$ cat src/rtl/core/cps_pkg.sv
// ----------------------------------------------------------------------------
// cps_pkg
// Shared sizes, codes and interface structs for the class pattern search.
// ----------------------------------------------------------------------------
package cps_pkg;

  // Sizes
  localparam int MAX_TOKENS = 16;
  localparam int POS_BITS   = 16;
  localparam int IDX_BITS   = $clog2(MAX_TOKENS);
  localparam int CNT_BITS   = $clog2(MAX_TOKENS + 1);
  localparam int START_BITS = 16;

  // Item operations
  localparam logic [1:0] OP_TOKEN   = 2'd0;
  localparam logic [1:0] OP_MEMBER  = 2'd1;
  localparam logic [1:0] OP_TEXT    = 2'd2;
  localparam logic [1:0] OP_RESTART = 2'd3;

  // Token kinds
  localparam logic [2:0] KIND_LITERAL = 3'd0;
  localparam logic [2:0] KIND_ANY     = 3'd1;
  localparam logic [2:0] KIND_SET     = 3'd2;
  localparam logic [2:0] KIND_NSET    = 3'd3;
  localparam logic [2:0] KIND_LOWER   = 3'd4;
  localparam logic [2:0] KIND_UPPER   = 3'd5;

  // Result status codes
  localparam logic [1:0] ST_OK     = 2'd0;
  localparam logic [1:0] ST_FULL   = 2'd1;
  localparam logic [1:0] ST_NO_SET = 2'd2;

  // Letter bounds
  localparam logic [7:0] CH_LOWER_A = 8'h61;
  localparam logic [7:0] CH_LOWER_Z = 8'h7A;
  localparam logic [7:0] CH_UPPER_A = 8'h41;
  localparam logic [7:0] CH_UPPER_Z = 8'h5A;

  // Pattern store view handed to the search engine
  typedef struct packed {
    logic [MAX_TOKENS-1:0] hits;
    logic [CNT_BITS-1:0]   count;
  } pat_t;

  // Search result for one item
  typedef struct packed {
    logic                  found;
    logic [START_BITS-1:0] start;
    logic                  done;
  } res_t;

endpackage

$ cat src/rtl/core/cps_out.sv
// ----------------------------------------------------------------------------
// cps_out
// Result register between the search logic and the output channel.
// ----------------------------------------------------------------------------
module cps_out (
  input  logic          clk,
  input  logic          rst,
  input  logic          load,
  input  cps_pkg::res_t res,
  input  logic [1:0]    res_status,
  input  logic          out_stall,
  output logic          out_valid,
  output logic          found,
  output logic [15:0]   match_start,
  output logic          done_res,
  output logic [1:0]    status
);

  // Valid flag
  always_ff @(posedge clk) begin
    if (rst) begin
      out_valid <= 1'b0;
    end else if (load) begin
      out_valid <= 1'b1;
    end else if (!out_stall) begin
      out_valid <= 1'b0;
    end
  end

  // Payload
  always_ff @(posedge clk) begin
    if (load) begin
      found       <= res.found;
      match_start <= res.start;
      done_res    <= res.done;
      status      <= res_status;
    end
  end

  // A load status never comes with end of text
  a_status_done: assert property (@(posedge clk) disable iff (rst)
    (out_valid && (status != cps_pkg::ST_OK)) |-> !done_res)
    else $error("status and done both set");

  // No start reported without a match
  a_start_found: assert property (@(posedge clk) disable iff (rst)
    (out_valid && !found) |-> (match_start == '0))
    else $error("start reported without match");

  // A held result is not overwritten
  a_no_overrun: assert property (@(posedge clk) disable iff (rst)
    (out_valid && out_stall) |-> !load)
    else $error("result overwritten while stalled");

endmodule

$ cat config.mk
export PLATFORM = sky130hd
export DESIGN_NAME = cps_out
export DESIGN_NICKNAME = d
export VERILOG_FILES = /design/src/rtl/core/cps_pkg.sv /design/src/rtl/core/cps_out.sv
export SDC_FILE = /design/constraint.sdc
export NUM_CORES = 1
export LEC_CHECK = 0
export ABC_CLOCK_PERIOD_IN_PS = 800
export CAP_MARGIN = 20
export CORE_AREA = 3 3 40 42
export DETAILED_ROUTE_END_ITERATION = 10
export DIE_AREA = 0 0 43 45
export DONT_BUFFER_PORTS = 1
export SKIP_LAST_GASP = 1
export SYNTH_ARGS = -nofsm -noshare
export SYNTH_HDL_FRONTEND = slang
export SYNTH_SLANG_ARGS = --single-unit
$ cat constraint.sdc
create_clock -name clk -period 0.8 [get_ports clk]
set_input_delay 0.08 -clock clk [delete_from_list [all_inputs] [get_ports clk]]
set_output_delay 0.08 -clock clk [all_outputs]
set_load 0.05 [all_outputs]
==> qor.log, run 1 <==
INFO  run_status     stop_stage=clock tree synthesis
INFO  synth          synth_adder_area_share=0
INFO  cts            cts.sinks=21
INFO  cts            cts_buffer_depth=2
INFO  synth          yosysWarningCount=0
INFO  synth          syn-num-nets=47
INFO  synth          synth_top_cell_by_area=sky130_fd_sc_hd__edfxtp_1
INFO  synth          yosys.area_share.xor_xnor=0
INFO  synth          synth_sequential_area_ratio=0.9861
INFO  cts            number_of_clock_buffers_inserted_by_tritoncts=3
INFO  cts            post-cts-setup-buffers=0
INFO  synth          synth-seq-cells=21
INFO  synth          synthesis.instances=23
INFO  cts            clk_root_buffer_cell=sky130_fd_sc_hd__clkbuf_4
INFO  synth          yosys.cell_types.count=4
INFO  cts            ctsResizeCount=1
INFO  placed_design  buffer_ports.inserted=0
INFO  run_status     outcome=did not finish
INFO  synth          avgSynthCellArea=27.36µm²
INFO  placed_design  placed_cell_area=1057µm²
INFO  run_status     tool.error=[ERROR DPL-0038] Utilization greater than 100%, impossible to legalize
INFO  synth          synth_top_cell_area_share=0.9543
INFO  synth          synth.mux.area_fraction=0
INFO  placed_design  routabilityCongestion=0.6486
INFO  die            io_pins=45
INFO  die            die_width=43µm
INFO  cts            cts_hold_repair.buffers=21
INFO  synth          synth_top_family_by_area=compound AO/OA/AOI/OAI gates
INFO  synth          mappedNetlistArea=629.4µm²
INFO  synth          post_synth_and_or_nand_nor_area_fraction=0.005964
INFO  synth          post_synth_main_area_contributors=sky130_fd_sc_hd__edfxtp_1 (95%), sky130_fd_sc_hd__dfxtp_1 (3.2%), sky130_fd_sc_hd__a21oi_1 (0.80%), sky130_fd_sc_hd__nor2_1 (0.60%)
INFO  die            floorplan.rows=13
INFO  die            floorplan.die.height=45µm
INFO  die            floorplan.initialDensity=0.4898
INFO  synth          synth_compound_area_frac=0.007952
INFO  cts            cts_max_level=1
[cells by family after synthesis]
kind of cell,after synthesis
AND/OR/NAND/NOR,1
flip-flops,21
AO/OA/AOI/OAI,1
[per-stage QoR]
step,setup WS (ns),instances,util
floorplan,0.09208,23,-
global placement,0.1513,59,0.8228
detailed placement,0.1405,59,0.8228
[cell usage after synthesis (all sizes together)]
library cell,instances
a21oi,1
dfxtp,1
edfxtp,20
nor2,1
==> run 2: changes to the inputs <==
- CORE_AREA: 3 3 40 42 -> 3 3 64 66
- DIE_AREA: 0 0 43 45 -> 0 0 67 69
- PLACE_DENSITY_LB_ADDON: not set -> 0.15
==> run 2 against run 1 <==
  * The flow now finishes, with violations (negative hold slack, negative setup slack)
  * Synthesized cell count unchanged
  * Synthesized area stayed put
==> qor.log, run 2 <==
INFO  placed_design  placed_cell_area=1099µm² [+3.9%]
INFO  cts            cts_tree=built
INFO  die            die_width=67µm [+56%]
INFO  synth          async_reset_ff_frac=0 [unchanged]
INFO  die            floorplan.initialDensity=0.1732 [-0.3166]
INFO  synth          synth_sequential_area_ratio=0.9861 [unchanged]
INFO  synth          post_synth_and_or_nand_nor_area_fraction=0.005964 [unchanged]
INFO  sta            slew-limit-headroom=0.9131
INFO  power_and_ir_drop vdd_drop_max=0.8571mV
INFO  sta            fmax=1.069GHz
INFO  setup_path     crit_path_cell_trace=buf_12
INFO  sta            hold_violations=21
INFO  worst_hold_path min_delay_worst_endpoint=match_start[6]$_DFFE_PP_
INFO  die            floorplan.die.height=69µm [+53%]
INFO  grt            grt_pass1_wl=2221µm
INFO  sta            final_min_period_over_clock_period=1.169
INFO  job            max-cap-violations=0
INFO  synth          yosys.cell_types.count=4 [unchanged]
INFO  grt            first_global_vias=466
INFO  placed_design  buffer_ports.inserted=0 [unchanged]
INFO  cts            post-cts-setup-buffers=0 [unchanged]
INFO  synth          synth.mux.area_fraction=0 [unchanged]
INFO  setup_path     crit_required=0.72ns
INFO  setup_path     critical_path.n_buffers_inverters=1
INFO  route          route.vias.total=392
INFO  setup_path     path_delay_family=flip-flops
INFO  cts            cts_buffer_depth=2 [unchanged]
INFO  synth          synth_top_cell_by_area=sky130_fd_sc_hd__edfxtp_1
INFO  sta            timing.clock.skew=0ns
INFO  layout         core_occupancy_in_the_finished_layout=0.3747
INFO  layout         area_growth=116.3%
INFO  synth          yosysWarningCount=0 [unchanged]
INFO  layout         total_area_of_sequential_cells=621.8µm²
INFO  synth          post_synth_main_area_contributors=sky130_fd_sc_hd__edfxtp_1 (95%), sky130_fd_sc_hd__dfxtp_1 (3.2%), sky130_fd_sc_hd__a21oi_1 (0.80%), sky130_fd_sc_hd__nor2_1 (0.60%)
INFO  grt            global_route.usage.total=0.06466
INFO  layout         registers.top_by_ff_count=match_start
INFO  route          antenna_violating_nets_post_route=0
INFO  synth          synthFlopType=sky130_fd_sc_hd__edfxtp_1
INFO  worst_hold_path holdCritPathClass=primary input to flop
INFO  cts            cts_max_level=1 [unchanged]
INFO  power_and_ir_drop totalPowerFinal=2.751mW
INFO  die            dieArea=4623µm²
INFO  setup_path     crit_path_max_fanout=1
INFO  route          firstDrtPassIters=3
INFO  cts            clk_pin_slew_worst_paths=0.07ns
INFO  power_and_ir_drop p_sw_frac=0.2629
INFO  synth          synth_top_cell_area_share=0.9543 [unchanged]
INFO  sta            timing.final.crit_period=0.9351ns
INFO  layout         filler_cell_count=362
INFO  sta            grt_setup_unrepaired=true
INFO  sta            finalSetupViolCount=21
INFO  power_and_ir_drop p_per_area=2021nW/µm²
INFO  layout         final_cell_mix=sky130_fd_sc_hd__dlygate4sd3_1 (21), sky130_fd_sc_hd__edfxtp_1 (20), sky130_fd_sc_hd__buf_12 (20)
INFO  route          wl_per_cell=11.58µm
INFO  layout         multi_input_comb_area=8.758µm²
INFO  layout         most_frequent_standard_cell_in_the_layout_excluding_fill_and_tap_cells=sky130_fd_sc_hd__dlygate4sd3_1
INFO  route          detailedRoute.firstIterationViolations=2
INFO  layout         largest_registers=match_start (16), status (2)
INFO  run_status     outcome=complete, but fails checks
INFO  synth          synth_top_family_by_area=compound AO/OA/AOI/OAI gates
INFO  setup_path     timing.setup.critical_path_class=flop to output pin
INFO  route          routed_wirelength=1355µm
INFO  setup_path     timing.reg2reg.worst_path_depth=2
INFO  worst_hold_path whs_path_depth=0
INFO  die            io_pins=45 [unchanged]
INFO  synth          syn-num-nets=47 [unchanged]
INFO  cts            worst_skew_pair.late_latency=0.25ns
INFO  synth          synthMostInstantiatedCell=sky130_fd_sc_hd__edfxtp_1
INFO  layout         layout-drive-gt1-share=0.3623
INFO  synth          synth-edff-count=20 [unchanged]
INFO  run_status     failed_checks=negative hold slack, negative setup slack
INFO  setup_path     cp_peak_stage_delay=0.43ns
INFO  setup_path     r2r-start=out_valid$_SDFFE_PP0P_
INFO  synth          mappedNetlistArea=629.4µm² [unchanged]
INFO  power_and_ir_drop power_switching=0.7233mW
INFO  synth          synth_compound_area_frac=0.007952 [unchanged]
INFO  layout         num-nets-final=94
INFO  cts            number_of_clock_buffers_inserted_by_tritoncts=3 [unchanged]
INFO  synth          synth_adder_area_share=0 [unchanged]
INFO  layout         layout.cell_area.non_filler=1361µm²
INFO  sta            max_slew.worst_pin.slew=0.1306ns
INFO  sta            hold_ws=-0.06590ns
INFO  sta            final_critical_path_setup_slack=-0.1351ns
INFO  worst_hold_path hold_path.startpoint=load
INFO  placed_design  dp_worst_setup_slack=0.1322ns [-0.008314 ns]
INFO  power_and_ir_drop clock_power_share=0.242
INFO  setup_path     critPathSlowestCell=sky130_fd_sc_hd__edfxtp_1
INFO  setup_path     worstSetupStartpointType=flop
INFO  cts            cts_hold_repair.buffers=21 [unchanged]
INFO  synth          synth-seq-cells=21 [unchanged]
INFO  power_and_ir_drop power.static_leakage=0.5136nW
INFO  route          drcViolationCount=0
INFO  grt            gr-total-overflow=0
INFO  sta            fin_tns_setup=-2.434ns
INFO  route          via_per_inst=3.350
INFO  setup_path     worstPathArrival=0.86ns
INFO  synth          avgSynthCellArea=27.36µm² [unchanged]
INFO  setup_path     rrSetupSlack=0.19ns
INFO  layout         insertedDiodeCount=0
INFO  die            fp.coreArea=3633µm²
INFO  layout         stdcell_count=117
INFO  die            floorplan.rows=22 [+9]
INFO  setup_path     worst_r2r_endpoint=out_valid$_SDFFE_PP0P_
INFO  sta            finalMaxSlewViolations=0
INFO  synth          synthesis.instances=23 [unchanged]
INFO  grt            initial_antenna_violation_count=0
INFO  cts            clk_root_buffer_cell=sky130_fd_sc_hd__clkbuf_8
INFO  power_and_ir_drop seq_power_share=0.499
INFO  layout         largest_reg_flops=16
INFO  synth          yosys.area_share.xor_xnor=0 [unchanged]
INFO  grt            grt_start_max_net_pins=22
INFO  placed_design  routabilityCongestion=0.6073 [-6.4%]
INFO  power_and_ir_drop p_comb_frac=0.259
INFO  setup_path     timing.critical_path.to_type=output pin
INFO  cts            cts.sinks=21 [unchanged]
INFO  placed_design  post-place-cells=92 [+56%]
INFO  power_and_ir_drop internal_power=2.028mW
INFO  synth          synth.cells.most_frequent=sky130_fd_sc_hd__edfxtp_1 (20), sky130_fd_sc_hd__a21oi_1 (1), sky130_fd_sc_hd__dfxtp_1 (1), sky130_fd_sc_hd__nor2_1 (1)
[run 2: logic make-up after synthesis]
| group | after synthesis |
|---|---|
| AO/OA/AOI/OAI | 1 |
| flip-flops | 21 |
| AND/OR/NAND/NOR | 1 |
[run 2: power by group through the flow]
stage	Combinational [mW]	Sequential [mW]	Clock [mW]
final	0.713	1.37	0.665
after detailed placement	0.634	1.40	0
after global placement	0.636	1.39	0
after global routing	0.735	1.38	0.761
after CTS	0.717	1.37	0.703
after floorplan	0.00278	1.65	0
[run 2: final cells by class]
| class | instances | share of cell area |
|---|---|---|
| Timing Repair Buffer | 42 | 0.4596 |
| Sequential cell | 21 | 0.4568 |
| Tap cell | 48 | 0.04412 |
| Clock buffer | 4 | 0.03309 |
| Multi-Input combinational cell | 2 | 0.006434 |
[run 2: per-layer routing]
metal,track usage,wire [µm],vias to the layer above,share of wire
li1,-,-,181,-
met1,0.05925,403,188,0.30
met2,0.1212,805,23,0.59
met3,0.03420,145,0,0.11
met4,0.01351,0,0,0
met5,0,0,-,0
[run 2: timing repair]
action / in CTS / in global routing
hold endpoints to repair: 41 / 21
gates resized for setup: 1 / 1
setup endpoints to repair: 21 / 21
[run 2: how the worst max path moves through the flow]
stage | start | end | slack [ns] | cells past startpoint
after floorplan | out_valid$_SDFFE_PP0P_ | out_valid$_SDFFE_PP0P_ | 0.09 | 2
after global placement | found$_DFFE_PP_ | found | 0.16 | 1
after detailed placement | found$_DFFE_PP_ | found | 0.13 | 1
after CTS | found$_DFFE_PP_ | found | -0.16 | 1
after global routing | found$_DFFE_PP_ | found | -0.18 | 1
final | found$_DFFE_PP_ | found | -0.14 | 1
(Power assumes the default switching activity.)
