<file path="src/rtl/core/cps_pkg.sv">
// ----------------------------------------------------------------------------
// cps_pkg
// Shared sizes, codes and interface structs for the class pattern search.
// ----------------------------------------------------------------------------
package cps_pkg;

  // Sizes
  localparam int MAX_TOKENS = 16;
  localparam int POS_BITS   = 16;
  localparam int IDX_BITS   = $clog2(MAX_TOKENS);
  localparam int CNT_BITS   = $clog2(MAX_TOKENS + 1);
  localparam int START_BITS = 16;

  // Item operations
  localparam logic [1:0] OP_TOKEN   = 2'd0;
  localparam logic [1:0] OP_MEMBER  = 2'd1;
  localparam logic [1:0] OP_TEXT    = 2'd2;
  localparam logic [1:0] OP_RESTART = 2'd3;

  // Token kinds
  localparam logic [2:0] KIND_LITERAL = 3'd0;
  localparam logic [2:0] KIND_ANY     = 3'd1;
  localparam logic [2:0] KIND_SET     = 3'd2;
  localparam logic [2:0] KIND_NSET    = 3'd3;
  localparam logic [2:0] KIND_LOWER   = 3'd4;
  localparam logic [2:0] KIND_UPPER   = 3'd5;

  // Result status codes
  localparam logic [1:0] ST_OK     = 2'd0;
  localparam logic [1:0] ST_FULL   = 2'd1;
  localparam logic [1:0] ST_NO_SET = 2'd2;

  // Letter bounds
  localparam logic [7:0] CH_LOWER_A = 8'h61;
  localparam logic [7:0] CH_LOWER_Z = 8'h7A;
  localparam logic [7:0] CH_UPPER_A = 8'h41;
  localparam logic [7:0] CH_UPPER_Z = 8'h5A;

  // Pattern store view handed to the search engine
  typedef struct packed {
    logic [MAX_TOKENS-1:0] hits;
    logic [CNT_BITS-1:0]   count;
  } pat_t;

  // Search result for one item
  typedef struct packed {
    logic                  found;
    logic [START_BITS-1:0] start;
    logic                  done;
  } res_t;

endpackage

</file>
<file path="src/rtl/core/cps_search.sv">
// ----------------------------------------------------------------------------
// cps_search
// Shift-and prefix register, text position and first-match latch.
// ----------------------------------------------------------------------------
module cps_search (
  input  logic          clk,
  input  logic          rst,
  input  logic          accept,
  input  logic [1:0]    op,
  input  logic          last_byte,
  input  cps_pkg::pat_t pat,
  output cps_pkg::res_t res
);

  logic [cps_pkg::MAX_TOKENS-1:0] prefixes, prefixes_next;
  logic [cps_pkg::MAX_TOKENS-1:0] limit;
  logic [cps_pkg::POS_BITS-1:0]   text_position, text_position_next;
  logic [cps_pkg::POS_BITS-1:0]   first_start, first_start_next;
  logic                           match_seen, match_seen_next;
  logic [cps_pkg::IDX_BITS-1:0]   top_idx;
  logic [32:0]                    start_wide;
  logic                           clear;

  // Tokens in use
  always_comb begin
    for (int i = 0; i < cps_pkg::MAX_TOKENS; i++) begin
      limit[i] = (cps_pkg::CNT_BITS'(i) < pat.count);
    end
    top_idx = cps_pkg::IDX_BITS'(pat.count - 1'b1);
  end

  // Next search state and the item's result
  always_comb begin
    prefixes_next      = prefixes;
    text_position_next = text_position;
    match_seen_next    = match_seen;
    first_start_next   = first_start;
    res.done           = 1'b0;
    clear              = 1'b0;
    if (op == cps_pkg::OP_TEXT) begin
      if (pat.count != '0) begin
        prefixes_next = {prefixes[cps_pkg::MAX_TOKENS-2:0], 1'b1} & pat.hits & limit;
        if (!match_seen && prefixes_next[top_idx]) begin
          match_seen_next = 1'b1;
          if (&text_position) begin
            first_start_next = text_position;
          end else begin
            first_start_next = text_position -
                               cps_pkg::POS_BITS'(pat.count - 1'b1);
          end
        end
      end
      if (!(&text_position)) begin
        text_position_next = text_position + 1'b1;
      end
      res.done = last_byte;
      clear    = last_byte;
    end else if (op == cps_pkg::OP_RESTART) begin
      prefixes_next      = '0;
      text_position_next = '0;
      match_seen_next    = 1'b0;
      first_start_next   = '0;
    end
    // Reported start, limited to the output field
    start_wide = match_seen_next ? 33'(first_start_next) : 33'd0;
    if (start_wide > 33'((1 << cps_pkg::START_BITS) - 1)) begin
      start_wide = 33'((1 << cps_pkg::START_BITS) - 1);
    end
    res.found = match_seen_next;
    res.start = start_wide[cps_pkg::START_BITS-1:0];
  end

  // Search state; end of text clears it after reporting
  always_ff @(posedge clk) begin
    if (rst) begin
      prefixes      <= '0;
      text_position <= '0;
      match_seen    <= 1'b0;
      first_start   <= '0;
    end else if (accept) begin
      if (clear) begin
        prefixes      <= '0;
        text_position <= '0;
        match_seen    <= 1'b0;
        first_start   <= '0;
      end else begin
        prefixes      <= prefixes_next;
        text_position <= text_position_next;
        match_seen    <= match_seen_next;
        first_start   <= first_start_next;
      end
    end
  end

  // End of text leaves a clean search state
  a_done_clears: assert property (@(posedge clk) disable iff (rst)
    (accept && (op == cps_pkg::OP_TEXT) && last_byte) |=>
    ((text_position == '0) && !match_seen && (prefixes == '0)))
    else $error("search state not cleared after end of text");

  // First start holds once latched within a text
  a_first_holds: assert property (@(posedge clk) disable iff (rst)
    (accept && match_seen && (op != cps_pkg::OP_RESTART) &&
     !((op == cps_pkg::OP_TEXT) && last_byte)) |=>
    (match_seen && (first_start == $past(first_start))))
    else $error("first match start changed");

  // Prefix bits stay within the loaded tokens
  a_prefix_limit: assert property (@(posedge clk) disable iff (rst)
    ((prefixes & ~limit) == '0))
    else $error("prefix bit beyond token count");

endmodule

</file>
<file path="config.mk">
export PLATFORM = sky130hd
export DESIGN_NAME = cps_search
export DESIGN_NICKNAME = d
export VERILOG_FILES = /design/src/rtl/core/cps_pkg.sv /design/src/rtl/core/cps_search.sv
export SDC_FILE = /design/constraint.sdc
export NUM_CORES = 1
export LEC_CHECK = 0
export BUFFER_PORTS_ARGS = -buffer_cell sky130_fd_sc_hd__buf_2
export CAP_MARGIN = 20
export CELL_PAD_IN_SITES_DETAIL_PLACEMENT = 1
export CELL_PAD_IN_SITES_GLOBAL_PLACEMENT = 1
export CORE_ASPECT_RATIO = 0.8
export CORE_MARGIN = 1.5
export CORE_UTILIZATION = 46
export CTS_CLUSTER_DIAMETER = 40
export DETAILED_ROUTE_END_ITERATION = 8
export PLACE_DENSITY = 0.85
export SYNTH_ARGS = -nofsm -noshare
export SYNTH_HDL_FRONTEND = slang
export SYNTH_SLANG_ARGS = --single-unit
export TNS_END_PERCENT = 10
</file>
<file path="constraint.sdc">
create_clock -name clk -period 10.5 [get_ports clk]
set_clock_uncertainty 0.15 [all_clocks]
set_input_delay 1.05 -clock clk [delete_from_list [all_inputs] [get_ports clk]]
set_output_delay 1.05 -clock clk [all_outputs]
set_load 0.005 [all_outputs]
</file>
# [Word level (Yosys, flattened, before mapping)]
# Index checks and enable logic that the tools add are counted.
[word_totals] regBits=48 out_inout_bits=18 elab_cells=62
[classes] n_addsub=4 magnitude_cmp=18 n_eq_ne=4 mux=23 n_bitwise=2 n_reduce_logical=7
[op_table] op="two-way mux 16 bit" count=12
[op_table] op="two-way mux 15 bit" count=3
[op_table] op="less-than comparator 4 x 5 -> 1 bit (first input constant)" count=8
[op_table] op="bitwise AND 16 bit" count=2
[op_table] op="less-than comparator 3 x 5 -> 1 bit (first input constant)" count=4
[op_table] op="adder 16 x 1 -> 16 bit (second input constant)" count=1
[op_table] op="> comparator 16 bit (second input constant)" count=1
[op_table] op="AND reduction 16 bit" count=1
[op_table] op="subtractor 16 bit" count=1
[op_table] op="less-than comparator 1 x 5 -> 1 bit (first input constant)" count=2
[op_table] op="less-than comparator 2 x 5 -> 1 bit (first input constant)" count=2
[op_table] op="two-way mux 1 bit" count=7
[op_table] op="AND reduction 3 bit" count=2
[op_table] op="subtractor 5 x 1 -> 6 bit (second input constant)" count=1
[op_table] op="less-than comparator 4 x 5 -> 1 bit (second input constant)" count=1
[op_table] op="nonzero test 5 bit" count=1
[op_table] op="binary-select mux 1 bit (select 4 bit)" count=1
[op_table] op="== test 2 bit (second input constant)" count=2
[op_table] op="subtractor 4 x 1 -> 4 bit (second input constant)" count=1
[op_table] op="inequality test 3 x 2 -> 1 bit (second input constant)" count=1
[op_table] op="inequality test 3 bit (second input constant)" count=1
[op_table] op="nonzero test 3 bit" count=1
[op_table] op="logical AND 1 bit" count=1
[op_table] op="zero test 1 bit" count=1

# [Longest topological paths before layout]
[logic_depth] word_depth=11 ltp_mapped=15 mapped_depth_nobuf=14

# [Least setup slack after synthesis]
# No wires, ideal clock.
[synth_timing] path_kind="input to output" from="in pat[1] (netlist name)" to="out res[13] (netlist name)" arrival_time_ns=3.833 required_time_ns=9.300 slack_ns=5.467 stages=15 cell_sequence="buf_2 inv_1 ha_1 xor2_2 inv_1 ha_1 nor2b_1 o31a_1 o21ai_1 nand3b_1 a2111o_1 a31oi_1 mux2i_1 nand2b_1 a21oi_1"
[synth_rtl] element="start: declaration" line="cps_search.sv:11" source="input cps_pkg::pat_t pat,"
[synth_rtl] element="end: declaration" line="cps_search.sv:12" source="output cps_pkg::res_t res"

==> metrics.md <==
| Metric | Value |
|---|---|
| Kind of critical path | input pin to output pin |
| Compound-Gate Fraction of Synth Area | 0.2653 |
| Reg-to-Reg End | text_position[11] |
| Post-synthesis adder-cell area fraction | 0.08224 |
| Clock-pin slew on the worst setup and hold paths | 0.09 ns |
| Post-DP HPWL | 7.694 mm |
| Largest family of logic cells by synthesized area | compound AO/OA/AOI/OAI gates |
| Metal2 WL | 4.223 mm |
| Dpl cell area | 0.003646 sq mm |
| DRC | 0 |
| CTS hold repair buffers | 0 |
| Fin area | 0.003724 sq mm |
| Num CTS Buffers | 5 |
| Final Max Slew Viols | 0 |
| Nets | 530 |
| GRT Resource Usage Total | 0.2545 |
| Fmax | 169.8 MHz |
| CP top delay family | compound AO/OA/AOI/OAI gates |
| Hold worst-path end | prefixes[6] |
| Largest net degree at the start of global routing | 23 |
| Post_cts resized | 0 |
| Reg2Reg Depth | 10 |
| Yosys warning total | 0 |
| Setup TNS | 0 ns |
| Crit-path cells | buf_2, inv_1, ha_1, xor2_2, inv_1, ha_1, nor2b_1, o31a_1, o21ai_1, nand3b_1, a2111o_1, a31oi_1, mux2i_1, nand2b_1, a21oi_1, buf_2 |
| Unrepaired setup endpoints after global routing | false |
| Average size of a mapped cell | 7.641 sq um |
| First-iteration detailed-routing DRC count | 226 |
| Synth Net Count | 499 |
| Initial antenna violation count | 0 |
| IO Count | 45 |
| CTS tree | built |
| Min-Delay Path Class | register to register |
| Htree depth | 2 |
| Pre-CTS setup slack | 4.653 ns |
| Reg-to-Reg Start | text_position[1] |
| Synth Area in Simple Gates | 0.2540 |
| Synth area leader | dfxtp_1 |
| CTS sink cnt | 48 |
| Core Box Area | 0.007061 sq mm |
| Peak VDD IR | 0.00005199 V |
| Crit path max fanout | 22 |
| CP max stage cell | a2111o_1 |
| Die Height | 80.33 um |
| Layout Utilization | 0.5274 |
| Mux contribution to synthesized area | 0.002911 |
| Crit. End Element | output pin |
| Metal3 WL | 437 um |
| Final hold viol count | 0 |
| Crit path time final | 5.889 ns |
| GRT Residual Overflow | 0 |
| CTS root buffer | clkbuf_8 |
| Final WL | 9.986 mm |
| Routed met1 length | 5.262 mm |
| Starting Density | 0.4870 |
| Layout cells sized above 1 | 0.1351 |
| Final setup violation count | 0 |
| Max-cap violations | 0 |
| Buffers on Ports | 44 |
| Ant diodes | 0 |
| Top FF cell, synth | dfxtp_1 |
| Maximum clock insertion buffer count | 2 |
| Number of nets still failing antenna checks after routing | 0 |
| Power density over the cells | 98.72 mW/mm^2 |
| CP startpoint kind | input pin |
| WP data arrival | 4.69 ns |
| Routed vias/inst | 6.032 |
| Post-CTS Setup Bufs | 0 |
| Routed len/inst | 17.58 um |
| Period utilization | 0.5608 |
| Slew Limit Headroom | 0.3318 |
| Distinct cells, synth | 63 |
| Hold_sp | prefixes[6] |
| Post-Syn Instances | 450 |
| Die W | 99.66 um |
| Clock latency on the worst-skew pair | 0.30 ns |
| Leak | 1.479 nW |
| Final Wtd Congestion | 0.8837 |
| Area share of the largest cell type after synthesis | 0.2795 |
| Synth Area in XOR/XNOR | 0.06332 |
| Vias in the first global route | 3262 |
| Reg-to-reg slack, setup | 7.53 ns |
| Worst path buffer plus inverter count | 4 |
| Hold Crit Depth | 2 |
| Area Growth Syn to Fin | 8.297% |
| Via count | 3426 |
| Row count | 27 |
| Setup ws final | 4.611 ns |
| Most frequent cells in the layout | nor2_1, nand2_1, dfxtp_1 |
| First-pass GRT wire length | 16.28 mm |
| Total die area | 0.008006 sq mm |
| Outcome | completed |
| Top cells by area, synth | dfxtp_1, ha_1, nor2_1 |
| Worst slew pin tran | 1.000 ns |
| Mapped cell area | 0.003438 sq mm |
| Pre-antenna DRT Iters | 4 |
| Most common cell after layout, fill and taps aside | nor2_1 |
| FF+latch count, synth | 48 |
| CP max stage delay | 0.44 ns |
| DR top layer | met4 |
| Critical Path RT | 9.30 ns |
| Count of flip-flops with a built-in enable after synthesis | 0 |
| Seq/Total Area, Yosys | 0.2795 |
| Async SR Flop Fraction | 0 |
-- area by class of cell --
cell class	count	area, sq um
Timing Repair Buffer	45	227.7
Inverter	14	52.55
Multi-Input combinational cell	367	2296
Sequential cell	48	960.9
Clock buffer	6	72.57
Fill cell	925	3337
Clock inverter	1	5.005
Tap cell	87	108.9
-- state kept, by name, indices dropped and copies added, names as in the netlist --
name / count
first_start: 16
text_position: 16
prefixes: 15
match_seen: 1
-- per-layer routing --
metal | GRT usage | vias up
met4 | 0.05915 | 0
met5 | 0 | -
met3 | 0.03742 | 4
met1 | 0.3879 | 1666
li1 | - | 1685
met2 | 0.3714 | 71
-- worst max-delay path by stage --
stage          endpoint   start  cells past startpoint  slack [ns]
3_3_place_gp    res[13]  pat[0]                     16        4.86
6_report        res[13]  pat[0]                     16        4.61
2_1_floorplan   res[13]  pat[1]                     15        5.47
3_5_place_dp    res[13]  pat[0]                     16        4.65
4_1_cts         res[13]  pat[0]                     16        4.63
5_1_grt         res[13]  pat[0]                     16        4.34
-- synth_stat cells (all sizes together), types with 6 or more instances --
cell     number
nor3         17
o21ai        20
nor2         67
a22o          8
a22oi        13
buf          15
xor2          9
dfxtp        48
o2bb2ai       8
nand2        50
nand3        20
inv          14
a21oi        45
xnor2        15
ha           21
clkbuf        6
-- metrics by stage --
| stage | hold WS (ns) | instances | power [mW] |
|---|---|---|---|
| after floorplan | 0.2821 | 450 | 0.2448 |
| after global placement | 0.2935 | 561 | 0.2611 |
| after detailed placement | 0.2992 | 561 | 0.2630 |
| after CTS | 0.3123 | 568 | 0.3700 |
| after global routing | 0.3242 | 568 | 0.3849 |
| final | 0.3079 | 568 | 0.3676 |
-- worst register-to-register path, delay by kind of cell (launching register included) --
family | cells | cell delay (ns)
AND/OR/NAND/NOR | 5 | 1.49
AO/OA/AOI/OAI | 3 | 0.44
flip-flops | 1 | 0.45
adder cells (fa/ha/maj) | 1 | 0.22
buffers and inverters | 1 | 0.06
-- where the power goes --
group | internal [mW] | switching [mW]
clock network | 0.0455 | 0.0623
logic | 0.0261 | 0.0474
registers | 0.184 | 0.00192
total | 0.256 | 0.112
-- logic make-up after synthesis --
group,after synthesis
and+or+nand+nor,187
buffers and inverters,35
xor gates and xnor gates,24
AOI/OAI and AO/OA,133
DFF,48
adders and majority gates,22
muxes,1
(Power assumes the default switching activity.)
